[src/hdl/pip_ram.sv]
// Generic simple dual-port RAM with one write port and one registered read port.
`timescale 1ns / 1ps

module pip_ram #(
  parameter int WIDTH = 32,
  parameter int DEPTH = 128
) (
  input  logic                     clk_i,
  input  logic                     we_i,
  input  logic [$clog2(DEPTH)-1:0] waddr_i,
  input  logic [WIDTH-1:0]         wdata_i,
  input  logic [$clog2(DEPTH)-1:0] raddr_i,
  output logic [WIDTH-1:0]         rdata_o
);

  logic [WIDTH-1:0] mem_q [DEPTH];
  logic [WIDTH-1:0] rdata_q;

  always_ff @(posedge clk_i) begin
    if (we_i) begin
      mem_q[waddr_i] <= wdata_i;
    end
    rdata_q <= mem_q[raddr_i];
  end

  assign rdata_o = rdata_q;

endmodule
[config.mk]
export PLATFORM = sky130hd
export DESIGN_NAME = pip_ram
export DESIGN_NICKNAME = d
export VERILOG_FILES = /design/src/hdl/pip_ram.sv
export SDC_FILE = /design/constraint.sdc
export NUM_CORES = 2
export LEC_CHECK = 0
export ABC_CLOCK_PERIOD_IN_PS = 10430
export BUFFER_PORTS_ARGS = -buffer_cell sky130_fd_sc_hd__buf_2
export CAP_MARGIN = 10
export CORE_MARGIN = 5
export CORE_UTILIZATION = 49
export DETAILED_ROUTE_END_ITERATION = 12
export HOLD_SLACK_MARGIN = 0.1
export PLACE_DENSITY = 0.62
export SYNTH_ARGS = -nofsm -noshare
export SYNTH_HDL_FRONTEND = slang
export SYNTH_SLANG_ARGS = --single-unit
[constraint.sdc]
create_clock -name clk_i -period 10.43 [get_ports clk_i]
set_clock_uncertainty 0.15 [all_clocks]
set_input_delay 3.129 -clock clk_i [delete_from_list [all_inputs] [get_ports clk_i]]
set_output_delay 3.129 -clock clk_i [all_outputs]
set_load 0.03 [all_outputs]
==> impl_metrics.csv <==
group,metric,value,unit
timing,tightest_slew,1.27,ns
routing,drc,0,
clock_network,cts-hold-fix-buffers,0,
hold_path,hold_depth,4,
worst_setup_path,timing.critical_path.depth,7,
final_layout,layout_cell_share_with_drive_strength_beyond_1,35.7,%
yosys,distinct_cells_synth,17,
clock_network,max-clock-path-buffers,4,
worst_setup_path,timing.critical_path.to_type,"flop",
clock_network,cts.sink_count,4128,
clock_network,post_cts.repair.setup_buffers,0,
die,floorplan.initialDensity,49.2,%
clock_network,postCtsResizedCells,0,
worst_setup_path,worst-endpoint-required,11.09,ns
die,placementRows,207,
global_routing,grt_antenna_before_repair,65,
clock_network,ctsRootBufferMaster,"sky130_fd_sc_hd__clkbuf_16",
timing,post-route-worst-setup-slack,3.96,ns
routing,finalWirelength,416,mm
timing,final.min_clock_period,6.47,ns
global_routing,vias_in_the_first_global_route,71432,
yosys,synth_largest_area_cell,"sky130_fd_sc_hd__edfxtp_1",
final_layout,area_growth,13.6,%
clock_network,cts.clk_slew.worst_paths,0.06,ns
global_routing,first_pass_grt_wire_length,577,mm
worst_setup_path,critPathTopFamily,"multiplexers",
place,gp_routability_congestion,0.805,
flow_run,maxCapViolations,0,
power,netSwitchingFraction,21.6,%
worst_setup_path,worstPathBufferInverterCount,3,
routing,drtAntennaViolNets,0,
clock_network,worst_skew_pair_latency,0.96,ns
outcome,outcome,"finished clean",
routing,detail_route.first_pass.iterations,5,
final_layout,final_net_count,6436,
timing,worst_slew_margin_rel,15.4,%
die,dieHeight,575,um
timing,setup_tns,0,ns
yosys,syn_area_per_cell,26.1,sq um
timing,clock.fmax,0.155,GHz
power,switching_power,7580,uW
global_routing,grt_overflow_total,0,
worst_setup_path,crit_path_start_kind,"primary input",
hold_path,min_path_type,"reg2reg",
place,dpl-instance-area,164000,sq um
worst_setup_path,worst_path_class_setup,"in2reg",
power,intPower,27500,uW
global_routing,grt_util_all_layers,25.1,%
yosys,mappedNetlistArea,156000,sq um
worst_setup_path,critical-path-top-cell-by-count,"sky130_fd_sc_hd__mux4_2",
worst_setup_path,crit_path_cell_trace,"buf_8 > buf_12 > buf_4 > mux4_2 > mux4_2 > mux4_2 > mux2_2",
worst_setup_path,r2r.worst_path.cells,4,
global_routing,largest_net_degree_at_the_start_of_global_routing,116,
power,ir_worst_vdd,166,uV
final_layout,post_route_design_area,178000,sq um
place,place.detailed.hpwl,221,mm
power,pwr-share-seq,52.5,%
timing,hold_viol,0,
timing,setup_viol_count_final,0,
clock_network,cts_buffers,416,
yosys,yosysTopAreaCellShare,78.7,%
place,pre_cts_slack,3.05,ns
yosys,top_post_synthesis_cells_by_area,"sky130_fd_sc_hd__edfxtp_1 (79%), sky130_fd_sc_hd__mux4_2 (19%), sky130_fd_sc_hd__clkbuf_1 (0.44%), sky130_fd_sc_hd__dfxtp_1 (0.41%), sky130_fd_sc_hd__nor2_1 (0.29%)",
die,fp.dieW,575,um
power,leakage_component_of_the_power,0.0542,uW
yosys,synth.ff_latch_count,4128,
timing,slew_viol_final,0,
routing,vias,71104,
worst_setup_path,cp_max_fo,84,
die,core-area,318000,sq um
yosys,synth.net_count,6038,
die,design.die.area,330000,sq um
yosys,yosysWarnings,0,
yosys,syn-instance-count,5990,
power,p_clk_share,42.4,%
clock_network,tritoncts,"done",
final_layout,fin_util,55.9,%
final_layout,most_common_cell_after_layout_fill_and_taps_aside,"sky130_fd_sc_hd__edfxtp_1",
power,power.total,35100,uW
routing,vias_per_cell,6.48,
final_layout,final_cell_mix,"sky130_fd_sc_hd__edfxtp_1 (4096), sky130_fd_sc_hd__mux4_2 (1344), sky130_fd_sc_hd__clkbuf_16 (416)",
yosys,share_of_the_yosys_chip_area_belonging_to_registers,79.1,%
worst_setup_path,critPathMaxStageDelay,0.69,ns
power,combPwrFrac,5.1,%
die,ioPinCount,80,
power,power.density,198,nW/um^2
routing,routedWlPerCell,37.9,um
routing,dr.first_iter.drc_count,10220,
worst_setup_path,critical_path_arrival,7.13,ns
timing,grt_setup_unrepaired,"no",
timing,layout_worst_path_cycle_share,62.0,%
place,portBuffers,79,
worst_setup_path,crit_slowest_cell,"sky130_fd_sc_hd__buf_8",
clock_network,h-tree-depth,5,
## area by class of cell
cell class                 count  area (sq um)
fill                       22608        140000
sequential                  4128        124000
multi-input combinational   1546         32300
clock buffer                 520         11000
tap                         4180          5230
clock inverter               251          2730
timing repair buffer         296          2490
antenna                       56           140
## worst min-delay path, cell delays in order, from the launching register on
cell,delay [ns]
sky130_fd_sc_hd__edfxtp_1,0.32
sky130_fd_sc_hd__mux4_2,0.22
sky130_fd_sc_hd__mux4_2,0.22
sky130_fd_sc_hd__mux4_2,0.22
sky130_fd_sc_hd__mux2_2,0.14
## metal layers
metal | wire [um] | up-vias | share of wire (%) | GRT usage [%]
met5 | 75 | - | 0.018 | 0.789
met4 | 13000 | 10 | 3.1 | 6.99
met3 | 43200 | 594 | 10 | 5.15
met2 | 196000 | 3741 | 47 | 39.1
met1 | 164000 | 39486 | 39 | 36.8
li1 | - | 27273 | - | -
## through the flow
step | hold slack (ns) | std cells
after floorplan | 0.924 | 5990
after detailed placement | 0.969 | 10150
final | 0.993 | 10977
after global routing | 1.02 | 10953
after CTS | 0.985 | 10921
after global placement | 0.972 | 10150
## power by group through the flow
stage | registers [uW] | clock network, uW | logic, uW
after global routing | 18400 | 15800 | 1880
after floorplan | 18700 | 0 | 884
after global placement | 18800 | 0 | 1780
after CTS | 18400 | 15100 | 1810
final | 18400 | 14900 | 1800
after detailed placement | 18800 | 0 | 1810
## kinds of logic after synthesis
family,count (synthesis),synth area share (%)
flip-flops,4128,79.1
multiplexers,1376,19.6
buffers and inverters,316,0.839
AND/OR/NAND/NOR,170,0.446
## cells in the mapped netlist (all sizes together)
master,number
nor3,9
nand4,3
buf,134
nand2b,2
nor2,122
or3,1
nand3,12
nor2b,7
edfxtp,4096
dfxtp,32
mux4,1344
mux2,32
clkbuf,182
nand2,14
## final timing paths
| kind | startpoint | slack (ns) | endpoint |
|---|---|---|---|
| worst min register to register | mem_q[26][12] | 0.99 | rdata_o[12] |
| worst max register to register | mem_q[53][0] | 7.59 | rdata_o[0] |
| worst max-delay path | raddr_i[2] | 3.96 | rdata_o[4] |
| worst min-delay path | mem_q[26][12] | 0.99 | rdata_o[12] |
## flip-flops by register name (all words and copies together) (netlist names)
name,flops
mem_q,4096
rdata_o,32
No activity file was read; power rests on OpenSTA's default activity.
